===== src/hw/rtl/deadman_operator_supervisor_assert.svh =====
// Assertion macros shared by the deadman operator supervisor RTL
`ifndef DEADMAN_OPERATOR_SUPERVISOR_ASSERT_SVH
`define DEADMAN_OPERATOR_SUPERVISOR_ASSERT_SVH

// same-cycle implication, checked on every rising clock outside reset
`define DOS_ASSERT_IMPLY(label, ante, cons, msg) \
   label: assert property (@(posedge clock) disable iff (reset) (ante) |-> (cons)) \
      else $error(msg);

// next-cycle implication
`define DOS_ASSERT_NEXT(label, ante, cons, msg) \
   label: assert property (@(posedge clock) disable iff (reset) (ante) |=> (cons)) \
      else $error(msg);

`endif


===== src/hw/rtl/dos_pkg.sv =====
// Package: types, constants and helpers of the deadman operator supervisor
`timescale 1ns / 1ps
package dos_pkg;

   localparam int TIMER_BITS = 16;

   typedef logic [TIMER_BITS-1:0] timer_type;
   typedef logic [15:0]           ticks_type;
   typedef logic [3:0]            count_type;
   typedef logic [6:0]            speed_type;
   typedef logic [9:0]            green_type;
   typedef logic [14:0]           hz_type;
   typedef logic [15:0]           csr_data_type;
   typedef logic [21:0]           tone_prod_type;

   typedef enum logic [2:0] {
      CSR_STABLE_SAMPLES = 3'd0,
      CSR_DOUBLE_TAP     = 3'd1,
      CSR_SPEED_REPORT   = 3'd2,
      CSR_ALIVE_REPORT   = 3'd3,
      CSR_ACK_RETRY      = 3'd4,
      CSR_BEEP_TOGGLE    = 3'd5,
      CSR_TONE_MIN       = 3'd6,
      CSR_TONE_MAX       = 3'd7
   } csr_index_type;

   typedef struct packed {
      count_type stable_samples;
      ticks_type double_tap_ticks;
      ticks_type speed_report_ticks;
      ticks_type alive_report_ticks;
      ticks_type ack_retry_ticks;
      ticks_type beep_toggle_ticks;
      hz_type    tone_min_hz;
      hz_type    tone_max_hz;
   } cfg_type;

   typedef struct packed {
      logic      red_led;
      logic      blue_led;
      green_type green_level;
      logic      buzzer_enable;
      hz_type    buzzer_hz;
      logic      send_ready_event;
      logic      send_stop_event;
      logic      send_emergency;
      logic      send_speed;
      speed_type speed_value;
      logic      send_alive;
   } rsp_data_type;

   localparam count_type STABLE_SAMPLES_RESET = 4'd3;
   localparam ticks_type DOUBLE_TAP_RESET     = 16'd20;
   localparam ticks_type SPEED_REPORT_RESET   = 16'd10;
   localparam ticks_type ALIVE_REPORT_RESET   = 16'd50;
   localparam ticks_type ACK_RETRY_RESET      = 16'd25;
   localparam ticks_type BEEP_TOGGLE_RESET    = 16'd6;
   localparam hz_type    TONE_MIN_RESET       = 15'd1000;
   localparam hz_type    TONE_MAX_RESET       = 15'd4000;

   localparam hz_type    ALARM_TONE_HZ = 15'd2000;
   localparam speed_type SPEED_MAX     = 7'd100;
   localparam green_type GREEN_SCALE   = 10'd10;

   // x / 100 == (x * TONE_RECIP) >> TONE_SHIFT for every x below 2^22
   localparam int           TONE_SHIFT = 29;
   localparam logic [22:0]  TONE_RECIP = 23'd5368710;

   function automatic timer_type timer_step(timer_type t);
      return (t != '1) ? t + timer_type'(1) : t;
   endfunction

endpackage


===== src/hw/rtl/dos_req_if.sv =====
// Request channel interface: one control tick per request
`timescale 1ns / 1ps
interface dos_req_if;
   import dos_pkg::*;

   logic      valid;
   logic      ready;
   logic      button_held;
   logic      pir_raw;
   logic      tilt_sense;
   speed_type speed_pct;
   logic      ack_seen;

   modport source (output valid, button_held, pir_raw, tilt_sense, speed_pct, ack_seen,
                   input ready);
   modport sink   (input valid, button_held, pir_raw, tilt_sense, speed_pct, ack_seen,
                   output ready);
endinterface


===== src/hw/rtl/dos_rsp_if.sv =====
// Result channel interface: LED, buzzer and message flags per request
`timescale 1ns / 1ps
interface dos_rsp_if;
   import dos_pkg::*;

   logic      valid;
   logic      ready;
   logic      red_led;
   logic      blue_led;
   green_type green_level;
   logic      buzzer_enable;
   hz_type    buzzer_hz;
   logic      send_ready_event;
   logic      send_stop_event;
   logic      send_emergency;
   logic      send_speed;
   speed_type speed_value;
   logic      send_alive;

   modport source (output valid, red_led, blue_led, green_level, buzzer_enable, buzzer_hz,
                   send_ready_event, send_stop_event, send_emergency, send_speed,
                   speed_value, send_alive,
                   input ready);
   modport sink   (input valid, red_led, blue_led, green_level, buzzer_enable, buzzer_hz,
                   send_ready_event, send_stop_event, send_emergency, send_speed,
                   speed_value, send_alive,
                   output ready);
endinterface


===== src/hw/rtl/dos_debounce.sv =====
// Consecutive-sample debounce filter for one sensor level
`timescale 1ns / 1ps
module dos_debounce (
   input  logic                clock,
   input  logic                reset,
   input  logic                step,
   input  logic                raw,
   input  dos_pkg::count_type  stable_samples,
   output logic                level_next
);
   import dos_pkg::*;

   logic      level_ff, level_in;
   count_type count_ff, count_in;
   count_type count_inc;

   always_comb begin
      level_in  = level_ff;
      count_in  = count_ff;
      count_inc = (count_ff < stable_samples) ? count_ff + count_type'(1) : count_ff;
      if (step) begin
         if (raw == level_ff) begin
            count_in = '0;
         end else if (count_inc >= stable_samples) begin
            count_in = '0;
            level_in = raw;
         end else begin
            count_in = count_inc;
         end
      end
   end

   assign level_next = level_in;

   always_ff @(posedge clock) begin
      if (reset) begin
         level_ff <= 1'b0;
         count_ff <= '0;
      end else begin
         level_ff <= level_in;
         count_ff <= count_in;
      end
   end

endmodule


===== src/hw/rtl/deadman_operator_supervisor.sv =====
// Top level: deadman operator supervisor, one control tick per request
//
//   channel | dir | handshake      | carries
//   req     | in  | valid/ready    | button, PIR, tilt, speed percent, ack
//   rsp     | out | valid/ready    | LEDs, buzzer, message flags, speed value
//   csr     | in  | write enable   | register index and 16-bit write data
//
// Two register stages: the request register (tone product formed on entry)
// and the result register (debounce, timers, presence and buzzer update).
// One request per cycle sustained while the result is not stalled.
// A stalled result still lets one more request into the request register.
// Synchronous reset clears control state, not payloads, and loads defaults.
`timescale 1ns / 1ps
`include "deadman_operator_supervisor_assert.svh"
module deadman_operator_supervisor (
   input  logic                    clock,
   input  logic                    reset,
   dos_req_if.sink                 req,
   dos_rsp_if.source               rsp,
   input  logic                    csr_wr_en,
   input  dos_pkg::csr_index_type  csr_index,
   input  dos_pkg::csr_data_type   csr_wdata
);
   import dos_pkg::*;

   // configuration
   cfg_type cfg_ff, cfg_in;

   // request register
   logic          s1_valid_ff, s1_valid_in;
   logic          s1_btn_ff, s1_pir_ff, s1_tilt_ff, s1_ack_ff;
   speed_type     s1_spd_ff;
   logic          s1_tone_up_ff;
   tone_prod_type s1_prod_ff;

   // result register
   logic         rsp_valid_ff, rsp_valid_in;
   rsp_data_type rsp_data_ff, rsp_data_in;

   // supervisor state
   logic      button_prev_ff, button_prev_in;
   ticks_type tsp_ff, tsp_in;
   logic      mute_ff, mute_in;
   logic      present_prev_ff, present_prev_in;
   logic      armed_ff, armed_in;
   logic      ack_pending_ff, ack_pending_in;
   logic      ack_latched_ff, ack_latched_in;
   timer_type speed_timer_ff, speed_timer_in;
   timer_type alive_timer_ff, alive_timer_in;
   timer_type retry_timer_ff, retry_timer_in;
   timer_type beep_timer_ff, beep_timer_in;
   logic      beep_phase_ff, beep_phase_in;
   logic      buz_on_ff, buz_on_in;
   hz_type    buz_tone_ff, buz_tone_in;

   logic          accept, s2_load_ok, s1_adv;
   logic          pir_next, tilt_next;
   speed_type     spd_sat;
   logic          tone_up;
   hz_type        tone_diff;
   logic [44:0]   tone_full;
   hz_type        tone_quot;
   hz_type        tone_f;

   // handshake
   assign s2_load_ok = !rsp_valid_ff || rsp.ready;
   assign s1_adv     = s1_valid_ff && s2_load_ok;
   assign req.ready  = !s1_valid_ff || s2_load_ok;
   assign accept     = req.valid && req.ready;

   assign s1_valid_in  = accept ? 1'b1 : (s1_adv ? 1'b0 : s1_valid_ff);
   assign rsp_valid_in = s1_adv ? 1'b1 : (rsp.ready ? 1'b0 : rsp_valid_ff);

   // request stage: saturate speed and form the tone slope product
   assign spd_sat   = (req.speed_pct > SPEED_MAX) ? SPEED_MAX : req.speed_pct;
   assign tone_up   = cfg_ff.tone_max_hz >= cfg_ff.tone_min_hz;
   assign tone_diff = tone_up ? cfg_ff.tone_max_hz - cfg_ff.tone_min_hz
                              : cfg_ff.tone_min_hz - cfg_ff.tone_max_hz;

   // csr writes
   always_comb begin
      cfg_in = cfg_ff;
      if (csr_wr_en) begin
         unique case (csr_index)
            CSR_STABLE_SAMPLES: cfg_in.stable_samples     = csr_wdata[3:0];
            CSR_DOUBLE_TAP:     cfg_in.double_tap_ticks   = csr_wdata;
            CSR_SPEED_REPORT:   cfg_in.speed_report_ticks = csr_wdata;
            CSR_ALIVE_REPORT:   cfg_in.alive_report_ticks = csr_wdata;
            CSR_ACK_RETRY:      cfg_in.ack_retry_ticks    = csr_wdata;
            CSR_BEEP_TOGGLE:    cfg_in.beep_toggle_ticks  = csr_wdata;
            CSR_TONE_MIN:       cfg_in.tone_min_hz        = csr_wdata[14:0];
            CSR_TONE_MAX:       cfg_in.tone_max_hz        = csr_wdata[14:0];
            default:            cfg_in = cfg_ff;
         endcase
      end
   end

   dos_debounce u_pir_filter (
      .clock          (clock),
      .reset          (reset),
      .step           (s1_adv),
      .raw            (s1_pir_ff),
      .stable_samples (cfg_ff.stable_samples),
      .level_next     (pir_next)
   );

   dos_debounce u_tilt_filter (
      .clock          (clock),
      .reset          (reset),
      .step           (s1_adv),
      .raw            (s1_tilt_ff),
      .stable_samples (cfg_ff.stable_samples),
      .level_next     (tilt_next)
   );

   // divide by 100 through the reciprocal
   assign tone_full = 45'(s1_prod_ff) * 45'(TONE_RECIP);
   assign tone_quot = tone_full[TONE_SHIFT +: 15];
   assign tone_f    = s1_tone_up_ff ? cfg_ff.tone_min_hz + tone_quot
                                    : cfg_ff.tone_min_hz - tone_quot;

   // result stage: one tick of the supervisor
   always_comb begin
      rsp_data_type r;
      logic         present;

      r               = '0;
      present         = 1'b0;
      rsp_data_in     = rsp_data_ff;
      button_prev_in  = button_prev_ff;
      tsp_in          = tsp_ff;
      mute_in         = mute_ff;
      present_prev_in = present_prev_ff;
      armed_in        = armed_ff;
      ack_pending_in  = ack_pending_ff;
      ack_latched_in  = ack_latched_ff;
      speed_timer_in  = speed_timer_ff;
      alive_timer_in  = alive_timer_ff;
      retry_timer_in  = retry_timer_ff;
      beep_timer_in   = beep_timer_ff;
      beep_phase_in   = beep_phase_ff;
      buz_on_in       = buz_on_ff;
      buz_tone_in     = buz_tone_ff;

      if (s1_adv) begin
         if (s1_ack_ff) begin
            ack_latched_in = 1'b1;
         end
         present = s1_btn_ff && pir_next && tilt_next;

         // double tap mute toggle
         tsp_in = (tsp_ff != '1) ? tsp_ff + ticks_type'(1) : tsp_ff;
         if (s1_btn_ff && !button_prev_ff) begin
            if (tsp_in <= cfg_ff.double_tap_ticks) begin
               mute_in = !mute_ff;
            end
            tsp_in = '0;
         end
         button_prev_in = s1_btn_ff;

         // presence transitions
         if (present && !present_prev_ff) begin
            ack_latched_in     = 1'b0;
            ack_pending_in     = 1'b0;
            armed_in           = 1'b1;
            speed_timer_in     = '0;
            alive_timer_in     = '0;
            r.send_ready_event = 1'b1;
         end else if (!present && present_prev_ff) begin
            r.send_stop_event = 1'b1;
            r.send_emergency  = s1_btn_ff;
            ack_pending_in    = 1'b1;
            retry_timer_in    = '0;
            beep_timer_in     = '0;
            beep_phase_in     = 1'b0;
         end
         present_prev_in = present;

         if (present) begin
            r.green_level = green_type'(s1_spd_ff) * GREEN_SCALE;
            if (mute_in) begin
               buz_on_in = 1'b0;
            end else begin
               buz_on_in   = 1'b1;
               buz_tone_in = tone_f;
            end
            speed_timer_in = timer_step(speed_timer_in);
            if (32'(speed_timer_in) >= 32'(cfg_ff.speed_report_ticks)) begin
               speed_timer_in = '0;
               r.send_speed   = 1'b1;
               r.speed_value  = s1_spd_ff;
            end
            alive_timer_in = timer_step(alive_timer_in);
            if (32'(alive_timer_in) >= 32'(cfg_ff.alive_report_ticks)) begin
               alive_timer_in = '0;
               r.send_alive   = 1'b1;
            end
         end else begin
            r.red_led  = 1'b1;
            r.blue_led = pir_next;
            if (armed_in && !mute_in) begin
               beep_timer_in = timer_step(beep_timer_in);
               if (32'(beep_timer_in) >= 32'(cfg_ff.beep_toggle_ticks)) begin
                  beep_timer_in = '0;
                  beep_phase_in = !beep_phase_in;
                  if (beep_phase_in) begin
                     buz_on_in   = 1'b1;
                     buz_tone_in = ALARM_TONE_HZ;
                  end else begin
                     buz_on_in = 1'b0;
                  end
               end
            end else begin
               buz_on_in = 1'b0;
            end
            if (ack_pending_in) begin
               if (ack_latched_in) begin
                  ack_latched_in = 1'b0;
                  ack_pending_in = 1'b0;
               end else begin
                  retry_timer_in = timer_step(retry_timer_in);
                  if (32'(retry_timer_in) >= 32'(cfg_ff.ack_retry_ticks)) begin
                     retry_timer_in    = '0;
                     r.send_stop_event = 1'b1;
                  end
               end
            end
         end

         r.buzzer_enable = buz_on_in;
         r.buzzer_hz     = buz_on_in ? buz_tone_in : '0;
         rsp_data_in     = r;
      end
   end

   // control and state registers
   always_ff @(posedge clock) begin
      if (reset) begin
         cfg_ff.stable_samples     <= STABLE_SAMPLES_RESET;
         cfg_ff.double_tap_ticks   <= DOUBLE_TAP_RESET;
         cfg_ff.speed_report_ticks <= SPEED_REPORT_RESET;
         cfg_ff.alive_report_ticks <= ALIVE_REPORT_RESET;
         cfg_ff.ack_retry_ticks    <= ACK_RETRY_RESET;
         cfg_ff.beep_toggle_ticks  <= BEEP_TOGGLE_RESET;
         cfg_ff.tone_min_hz        <= TONE_MIN_RESET;
         cfg_ff.tone_max_hz        <= TONE_MAX_RESET;
         s1_valid_ff     <= 1'b0;
         rsp_valid_ff    <= 1'b0;
         button_prev_ff  <= 1'b0;
         tsp_ff          <= '0;
         mute_ff         <= 1'b0;
         present_prev_ff <= 1'b0;
         armed_ff        <= 1'b0;
         ack_pending_ff  <= 1'b0;
         ack_latched_ff  <= 1'b0;
         speed_timer_ff  <= '0;
         alive_timer_ff  <= '0;
         retry_timer_ff  <= '0;
         beep_timer_ff   <= '0;
         beep_phase_ff   <= 1'b0;
         buz_on_ff       <= 1'b0;
         buz_tone_ff     <= '0;
      end else begin
         cfg_ff          <= cfg_in;
         s1_valid_ff     <= s1_valid_in;
         rsp_valid_ff    <= rsp_valid_in;
         button_prev_ff  <= button_prev_in;
         tsp_ff          <= tsp_in;
         mute_ff         <= mute_in;
         present_prev_ff <= present_prev_in;
         armed_ff        <= armed_in;
         ack_pending_ff  <= ack_pending_in;
         ack_latched_ff  <= ack_latched_in;
         speed_timer_ff  <= speed_timer_in;
         alive_timer_ff  <= alive_timer_in;
         retry_timer_ff  <= retry_timer_in;
         beep_timer_ff   <= beep_timer_in;
         beep_phase_ff   <= beep_phase_in;
         buz_on_ff       <= buz_on_in;
         buz_tone_ff     <= buz_tone_in;
      end
   end

   // payload registers
   always_ff @(posedge clock) begin
      rsp_data_ff <= rsp_data_in;
      if (accept) begin
         s1_btn_ff     <= req.button_held;
         s1_pir_ff     <= req.pir_raw;
         s1_tilt_ff    <= req.tilt_sense;
         s1_ack_ff     <= req.ack_seen;
         s1_spd_ff     <= spd_sat;
         s1_tone_up_ff <= tone_up;
         s1_prod_ff    <= tone_prod_type'(tone_diff) * tone_prod_type'(spd_sat);
      end
   end

   assign rsp.valid            = rsp_valid_ff;
   assign rsp.red_led          = rsp_data_ff.red_led;
   assign rsp.blue_led         = rsp_data_ff.blue_led;
   assign rsp.green_level      = rsp_data_ff.green_level;
   assign rsp.buzzer_enable    = rsp_data_ff.buzzer_enable;
   assign rsp.buzzer_hz        = rsp_data_ff.buzzer_hz;
   assign rsp.send_ready_event = rsp_data_ff.send_ready_event;
   assign rsp.send_stop_event  = rsp_data_ff.send_stop_event;
   assign rsp.send_emergency   = rsp_data_ff.send_emergency;
   assign rsp.send_speed       = rsp_data_ff.send_speed;
   assign rsp.speed_value      = rsp_data_ff.speed_value;
   assign rsp.send_alive       = rsp_data_ff.send_alive;

   `DOS_ASSERT_IMPLY(a_pending_needs_arm, ack_pending_ff, armed_ff, "ack pending before arming")
   `DOS_ASSERT_IMPLY(a_absent_no_green, rsp.valid && rsp.red_led, rsp.green_level == '0, "green lit while absent")
   `DOS_ASSERT_IMPLY(a_ready_stop_excl, rsp.valid && rsp.send_ready_event, !rsp.send_stop_event, "ready and stop together")
   `DOS_ASSERT_IMPLY(a_quiet_tone_zero, rsp.valid && !rsp.buzzer_enable, rsp.buzzer_hz == '0, "tone while buzzer off")
   `DOS_ASSERT_NEXT(a_advance_gives_rsp, s1_adv, rsp_valid_ff, "request advanced without result")

endmodule

===== src/flat_wrapper.sv =====
// flat-port wrapper written by rule: the top's interface ports become plain ports
module deadman_operator_supervisor_flat import dos_pkg::*;
  (clock, reset, csr_wr_en, csr_index, csr_wdata, req_valid, req_button_held, req_pir_raw, req_tilt_sense, req_speed_pct, req_ack_seen, req_ready, rsp_valid, rsp_red_led, rsp_blue_led, rsp_green_level, rsp_buzzer_enable, rsp_buzzer_hz, rsp_send_ready_event, rsp_send_stop_event, rsp_send_emergency, rsp_send_speed, rsp_speed_value, rsp_send_alive, rsp_ready);
  dos_req_if req_i ();
  dos_rsp_if rsp_i ();
  input  logic clock;
  input  logic reset;
  input  logic csr_wr_en;
  input  dos_pkg::csr_index_type csr_index;
  input  dos_pkg::csr_data_type csr_wdata;
  input wire logic [$bits(req_i.valid)-1:0] req_valid;
  input wire logic [$bits(req_i.button_held)-1:0] req_button_held;
  input wire logic [$bits(req_i.pir_raw)-1:0] req_pir_raw;
  input wire logic [$bits(req_i.tilt_sense)-1:0] req_tilt_sense;
  input wire logic [$bits(req_i.speed_pct)-1:0] req_speed_pct;
  input wire logic [$bits(req_i.ack_seen)-1:0] req_ack_seen;
  output wire logic [$bits(req_i.ready)-1:0] req_ready;
  output wire logic [$bits(rsp_i.valid)-1:0] rsp_valid;
  output wire logic [$bits(rsp_i.red_led)-1:0] rsp_red_led;
  output wire logic [$bits(rsp_i.blue_led)-1:0] rsp_blue_led;
  output wire logic [$bits(rsp_i.green_level)-1:0] rsp_green_level;
  output wire logic [$bits(rsp_i.buzzer_enable)-1:0] rsp_buzzer_enable;
  output wire logic [$bits(rsp_i.buzzer_hz)-1:0] rsp_buzzer_hz;
  output wire logic [$bits(rsp_i.send_ready_event)-1:0] rsp_send_ready_event;
  output wire logic [$bits(rsp_i.send_stop_event)-1:0] rsp_send_stop_event;
  output wire logic [$bits(rsp_i.send_emergency)-1:0] rsp_send_emergency;
  output wire logic [$bits(rsp_i.send_speed)-1:0] rsp_send_speed;
  output wire logic [$bits(rsp_i.speed_value)-1:0] rsp_speed_value;
  output wire logic [$bits(rsp_i.send_alive)-1:0] rsp_send_alive;
  input wire logic [$bits(rsp_i.ready)-1:0] rsp_ready;
  assign req_i.valid = req_valid;
  assign req_i.button_held = req_button_held;
  assign req_i.pir_raw = req_pir_raw;
  assign req_i.tilt_sense = req_tilt_sense;
  assign req_i.speed_pct = req_speed_pct;
  assign req_i.ack_seen = req_ack_seen;
  assign req_ready = req_i.ready;
  assign rsp_valid = rsp_i.valid;
  assign rsp_red_led = rsp_i.red_led;
  assign rsp_blue_led = rsp_i.blue_led;
  assign rsp_green_level = rsp_i.green_level;
  assign rsp_buzzer_enable = rsp_i.buzzer_enable;
  assign rsp_buzzer_hz = rsp_i.buzzer_hz;
  assign rsp_send_ready_event = rsp_i.send_ready_event;
  assign rsp_send_stop_event = rsp_i.send_stop_event;
  assign rsp_send_emergency = rsp_i.send_emergency;
  assign rsp_send_speed = rsp_i.send_speed;
  assign rsp_speed_value = rsp_i.speed_value;
  assign rsp_send_alive = rsp_i.send_alive;
  assign rsp_i.ready = rsp_ready;
  deadman_operator_supervisor u_core (.clock(clock), .reset(reset), .req(req_i), .rsp(rsp_i), .csr_wr_en(csr_wr_en), .csr_index(csr_index), .csr_wdata(csr_wdata));
endmodule

===== config.mk =====
export PLATFORM = sky130hd
export DESIGN_NAME = deadman_operator_supervisor_flat
export DESIGN_NICKNAME = d
export VERILOG_FILES = /design/src/hw/rtl/dos_pkg.sv /design/src/hw/rtl/dos_req_if.sv /design/src/hw/rtl/dos_rsp_if.sv /design/src/hw/rtl/dos_debounce.sv /design/src/hw/rtl/deadman_operator_supervisor.sv /design/src/flat_wrapper.sv
export VERILOG_INCLUDE_DIRS = /design/src /design/src/hw/rtl
export SDC_FILE = /design/constraint.sdc
export NUM_CORES = 2
export LEC_CHECK = 0
export ABC_CLOCK_PERIOD_IN_PS = 13500
export BUFFER_PORTS_ARGS = -buffer_cell sky130_fd_sc_hd__clkbuf_2
export CAP_MARGIN = 20
export CORE_UTILIZATION = 60
export CTS_CLUSTER_DIAMETER = 60
export DETAILED_ROUTE_END_ITERATION = 6
export PLACE_DENSITY = 0.74
export SYNTH_ARGS = -nofsm -noshare
export SYNTH_HDL_FRONTEND = slang
export SYNTH_SLANG_ARGS = --single-unit

===== constraint.sdc =====
create_clock -name clock -period 13.5 [get_ports clock]
set_clock_uncertainty 0.2 [all_clocks]
set_input_delay 0 -clock clock [delete_from_list [all_inputs] [get_ports clock]]
set_output_delay 0 -clock clock [all_outputs]
set_load 0.02 [all_outputs]

-- Word-level counts from Yosys, hierarchy flattened
Index checks and enable logic that the tools add are counted.
- add/subtract/negate cells: 11
- $mul: 3
- $lt $le $gt $ge: 11
- equality and inequality tests: 14
- mux-type cells: 89
- bitwise logic cells: 1
- reductions and logical operators: 31
- operators by type and width (kind ; number):
    16-bit two-way mux ; 27
    15-bit two-way mux ; 7
    16-bit by 1-bit adder with 16-bit output (second input constant) ; 5
    16-bit != test (second input constant) ; 5
    16-bit greater-or-equal comparator ; 4
    15-bit subtractor ; 3
    1-bit two-way mux ; 44
    22-bit by 22-bit multiplier with 43-bit output (second input constant) ; 1
    4-bit two-way mux ; 6
    15-bit by 7-bit multiplier with 22-bit output ; 1
    2-bit AND reduction ; 9
    16-bit less-or-equal comparator ; 1
    15-bit adder ; 1
    15-bit greater-or-equal comparator ; 1
    3-bit equality test (second input constant) ; 4
    7-bit by 3-bit multiplier with 9-bit output (second input constant) ; 1
    4-bit by 1-bit adder with 4-bit output (second input constant) ; 2
    4-bit greater-or-equal comparator ; 2
    1-bit logical AND ; 8
    1-bit logical NOT ; 8
    4-bit < comparator ; 2
    8-bit two-way mux ; 1
    7-bit greater-than comparator (second input constant) ; 1
    7-bit two-way mux ; 1
    other kinds (9) ; 15
- bits in registers: 303
- bits of input ports: 35
- output and inout port bits: 42
- logic and storage cells: 207

-- Longest topological paths before layout
- depth after elaboration: 20
- mapped depth: 40
- mapped depth without buffers: 38

-- Modules after synthesis
A second synthesis with hierarchy kept.
- cells, all modules: 3403
- area total of the unflattened synthesis: 29817.3 µm²
- modules (own cells, without submodules) (module ; times used ; cells an instance ; area an instance (µm²) ; seq. area each (µm²)):
    deadman_operator_supervisor ; 1 ; 3297 ; 28813.9 ; 6576.3
    dos_debounce ; 2 ; 53 ; 501.7 ; 100.1

-- Worst setup path after synthesis
Ideal clock, no wire load.
- path type: reg2reg
- start point: reg u_core.s1_prod_ff[8]
- end point: reg u_core.rsp_data_ff, in the netlist u_core.rsp.buzzer_hz[14], data pin
- library setup time: 0.263 ns
- data arrival time: 8.784 ns
- required time: 13.037 ns
- slack: 4.253 ns
- stages on the path, launching flop included: 36
- path buffers: 0
- clock period less this slack: 9.247 ns
- cell sequence: edfxtp_1 ha_1 inv_1 fa_1 fa_1 fa_1 inv_1 fa_1 fa_1 inv_1 fa_1 inv_1 ha_1 a21oi_1 o21ai_1 a211o_1 a21o_1 or2_1 xor2_1 inv_1 ha_1 mux2_2 fa_1 a21o_1 a21oi_1 o21bai_1 a21oi_1 nor2b_1 o21a_1 o31a_1 or4_1 and3_1 a211oi_1 xor2_1 xor2_1 o21ai_0
- word-level cells in the longest chain between the ends: 5
- elaborated cells on any way between the ends: 6
- those cells by class: 2 x add/sub; 1 x mul; 3 x mux
- RTL lines (item ; line ; source):
    start: declaration ; deadman_operator_supervisor.sv:34 ; tone_prod_type s1_prod_ff;
    start signal: assignment ; deadman_operator_supervisor.sv:294 ; s1_prod_ff <= tone_prod_type'(tone_diff) * tone_prod_type'(spd_sat);
    22-bit by 22-bit multiplier with 43-bit output * ; deadman_operator_supervisor.sv:117 ; assign tone_full = 45'(s1_prod_ff) * 45'(TONE_RECIP);
    15-bit subtractor / 15-bit adder (equally long branches) ; deadman_operator_supervisor.sv:120, deadman_operator_supervisor.sv:119 ;
    15-bit two-way mux * ; deadman_operator_supervisor.sv:119 ; assign tone_f = s1_tone_up_ff ? cfg_ff.tone_min_hz + tone_quot
    15-bit two-way mux * ; deadman_operator_supervisor.sv:181 ; if (mute_in) begin
    15-bit two-way mux * ; deadman_operator_supervisor.sv:179 ; if (present) begin
    end signal: assignment ; deadman_operator_supervisor.sv:286 ; rsp_data_ff <= rsp_data_in;
    end: declaration ; deadman_operator_supervisor.sv:38 ; rsp_data_type rsp_data_ff, rsp_data_in;
Mark *: on every way between the ends. The rest lies on a longest branch, timed or not.
A chain may end at the register's enable or synchronous reset.

-- Worst setup path after layout
- start point: reg u_core.s1_prod_ff[11]
- end point: reg u_core.rsp_data_ff, in the netlist u_core.rsp.buzzer_hz[14], data pin
The elaborated chain is that of the path after synthesis.

==> impl_metrics.yaml <==
timing:
  clock.fmax_mhz: 100
  fin_crit_ns: 10.0
  finalSetupTns_ns: 0
  rsz0062_at_grt: "no"
  tightest_slew_ns: 1.12
  drv_slew: 0
  hold_viol_final: 0
  period_share: 0.740
  slew_headroom: 0.250
  fin_hold_ws_ns: 0.0614
  setup_violations: 0
cts:
  clk_path_buf_depth: 3
  cts_buffers: 38
  clock_latency_ns: 0.59
  cts_tree: "done"
  ctsHtreeMaxLevel: 2
  clk_pin_slew_ns: 0.06
  root_buffer: "clkbuf_16"
  clock-sinks: 302
flow_run:
  maxCapViolCount: 0
status:
  outcome: "complete, no violations"
setup_path:
  worst_setup_path_start_kind: "register"
  cp_slowest_stage_delay_ns: 0.60
  cp.arrival_ns: 10.10
  crit_slowest_cell: "edfxtp_1"
  crit_family: "adder cells"
  reg2reg_slack_ns: 3.50
  cp_max_fo: 8
  critPathBufInv: 5
  path_class: "reg2reg"
  cp.required_ns: 13.61
  rr_startpoint: "u_core.s1_prod_ff[11]$_DFFE_PP_"
  endpoint_kind: "register"
  rr_worst_depth: 35
  rr_endpoint: "u_core.rsp.buzzer_hz[14]$_SDFFCE_PN0P_"
  cp_common_cell: "fa_1"
global_routing:
  met1_usage: 0.415
  grt-ovfl-total: 0
  grt_max_degree: 110
  grt_usage: 0.309
  grt-busiest-layer: "met2"
  grt_pass1_wl_mm: 122
  grt_pass1_vias: 23600
  antenna_found_initial: 0
  grtUsageMet3: 0.0411
  met2_usage: 0.517
logic_synthesis:
  syn_avg_cell_area_um2: 8.83
  seq_area_frac_synth: 0.232
  synthArstFlopShare: 0
  synth_nets: 4014
  synth_ff_type: "dfxtp_1"
  ys_warn_count: 0
  syn_inst: 3305
  synthDistinctLibCells: 90
  synth-edff-count: 73
  synth_seq_cells: 302
  synth_area_um2: 29200
hold_path:
  min_to: "u_core.rsp.valid$_SDFFE_PP0P_"
  min-delay-start: "rsp_ready"
  hold_depth: 5
  hold_class: "in2reg"
routing:
  firstDrtPassIters: 5
  viasPerCell: 5.83
  wl_mm: 76.3
  drt.antenna.violating_nets: 0
  first_iter_violations: 1727
  drc_errors: 0
  routedWlPerCell_um: 18.9
  vias: 23500
floorplan:
  start_util: 0.610
  core_area_um2: 47800
  die_area_um2: 49500
  die_w_um: 223
  die_h_um: 223
  rows: 80
  ios: 77
placed_design:
  portBuffers: 75
  dpl.hpwl_mm: 58.4
  gp_congestion: 0.959
layout:
  area_growth_pct: 9.37
  layout.nets: 4090
  diodes: 0
  drive_above_1_share: 0.0610
==> timing repair <==
item	CTS	global route
hold buffers	48	0
buffers inserted	0	0
resized for setup	0	0
hold endpoints to repair	204	0
==> layout by cell type (no fill, tap or decap), drive strengths merged, types with 9 or more instances in the layout <==
cell type,n
nor4,12
clkinv,13
and3,32
nand2b,28
nand3b,9
mux2,13
inv,545
a31oi,12
o21ai,70
dlygate4sd3,48
nand4,37
xor2,56
edfxtp,73
and2,51
clkbuf,119
ha,429
nand2,405
nand3,63
fa,245
or3,11
xnor2,84
nor3,41
mux2i,14
o21bai,15
a22oi,43
a221oi,14
a211oi,14
buf,24
a21oi,207
o31ai,11
nor2,178
o21a,18
o211ai,29
a22o,14
a21o,77
nor2b,24
dfxtp,229
==> area by class of cell <==
cell class	count	area [um^2]
Fill cell	3880	15900
Clock buffer	44	1010
Tap cell	615	769
Sequential cell	302	6780
Inverter	540	2030
Timing Repair Buffer	147	1050
Clock inverter	26	335
Multi-Input combinational cell	2352	20000
==> synthesized netlist by cell type, types with 14 or more instances <==
cell | n | area, um^2
a21oi_1 | 205 | 1030
inv_1 | 538 | 2020
a21o_1 | 77 | 578
o21a_1 | 18 | 135
and2_1 | 51 | 319
a22oi_1 | 43 | 323
buf_1 | 14 | 52.6
a221oi_1 | 14 | 123
nor2_1 | 178 | 668
o21ai_0 | 65 | 325
fa_1 | 245 | 4900
nand2_1 | 404 | 1520
ha_1 | 429 | 5370
nand4_1 | 37 | 231
xnor2_1 | 83 | 727
o21bai_1 | 15 | 113
mux2i_1 | 14 | 140
a22o_1 | 14 | 123
nand3_1 | 62 | 310
nor2b_1 | 24 | 150
xor2_1 | 55 | 482
dfxtp_1 | 229 | 4580
nand2b_1 | 28 | 175
and3_1 | 32 | 200
clkbuf_1 | 86 | 323
o211ai_1 | 29 | 218
edfxtp_1 | 73 | 2190
nor3_1 | 39 | 195
==> how the worst max path moves through the flow <==
stage,from,to,slack (ns),cells after the start
after global placement,u_core.s1_prod_ff[12]$_DFFE_PP_,u_core.rsp.buzzer_hz[14]$_SDFFCE_PN0P_,3.78,35
after floorplan,u_core.s1_prod_ff[8]$_DFFE_PP_,u_core.rsp.buzzer_hz[14]$_SDFFCE_PN0P_,4.25,35
after detailed placement,u_core.s1_prod_ff[11]$_DFFE_PP_,u_core.rsp.buzzer_hz[14]$_SDFFCE_PN0P_,3.50,35
after CTS,u_core.s1_prod_ff[11]$_DFFE_PP_,u_core.rsp.buzzer_hz[14]$_SDFFCE_PN0P_,3.53,35
final,u_core.s1_prod_ff[11]$_DFFE_PP_,u_core.rsp.buzzer_hz[14]$_SDFFCE_PN0P_,3.50,35
after global routing,u_core.s1_prod_ff[11]$_DFFE_PP_,u_core.rsp.buzzer_hz[14]$_SDFFCE_PN0P_,2.90,35
==> sequential cells by signal, summed over array words and instances (netlist names), 4 cells and up <==
register and count:
u_core.rsp.speed_value 7, u_core.alive_timer_ff 16, u_core.rsp.buzzer_hz 15, u_core.retry_timer_ff 16
u_core.s1_prod_ff 22, u_core.u_pir_filter.count_ff 4, u_core.speed_timer_ff 16, u_core.beep_timer_ff 16
u_core.rsp.green_level 9, u_core.buz_tone_ff 15, u_core.cfg_ff 114, u_core.u_tilt_filter.count_ff 4
u_core.s1_spd_ff 7, u_core.tsp_ff 16
==> routing by layer <==
layer | part of all wire | routed length, um | vias up
li1 | - | - | 11200
met1 | 0.44 | 33400 | 11400
met2 | 0.47 | 36000 | 717
met3 | 0.059 | 4510 | 161
met4 | 0.030 | 2330 | 0
met5 | 0 | 0 | -
==> per-stage QoR <==
| stage | instance area (um^2) | utilization | setup slack (ns) | std cells |
|---|---|---|---|---|
| floorplan | 29200 | - | 4.25 | 3305 |
| global placement | 30000 | 0.628 | 3.78 | 3902 |
| detailed placement | 30100 | 0.628 | 3.50 | 3904 |
| CTS | 31900 | 0.667 | 3.53 | 4022 |
| global route | 31900 | 0.667 | 2.90 | 4026 |
| finish | 31900 | 0.667 | 3.50 | 4026 |
==> worst min-delay path, delay by kind of cell <==
family	cells	cell delay (ns)
buffers and inverters	2	0.62
and+or+nand+nor	3	0.19
==> kinds of logic after synthesis <==
group	Yosys count	synth area share
fa+ha+maj	675	0.352
other cells	1	0.000128
flops	302	0.232
mux	27	0.00982
compound gates	582	0.130
simple gates	927	0.148
buf+inv	651	0.0846
xor+xnor	140	0.0425
Power is left out: the tool's default activity adds up to more than one toggle a clock period on the data nets, which glitch-free logic cannot reach.
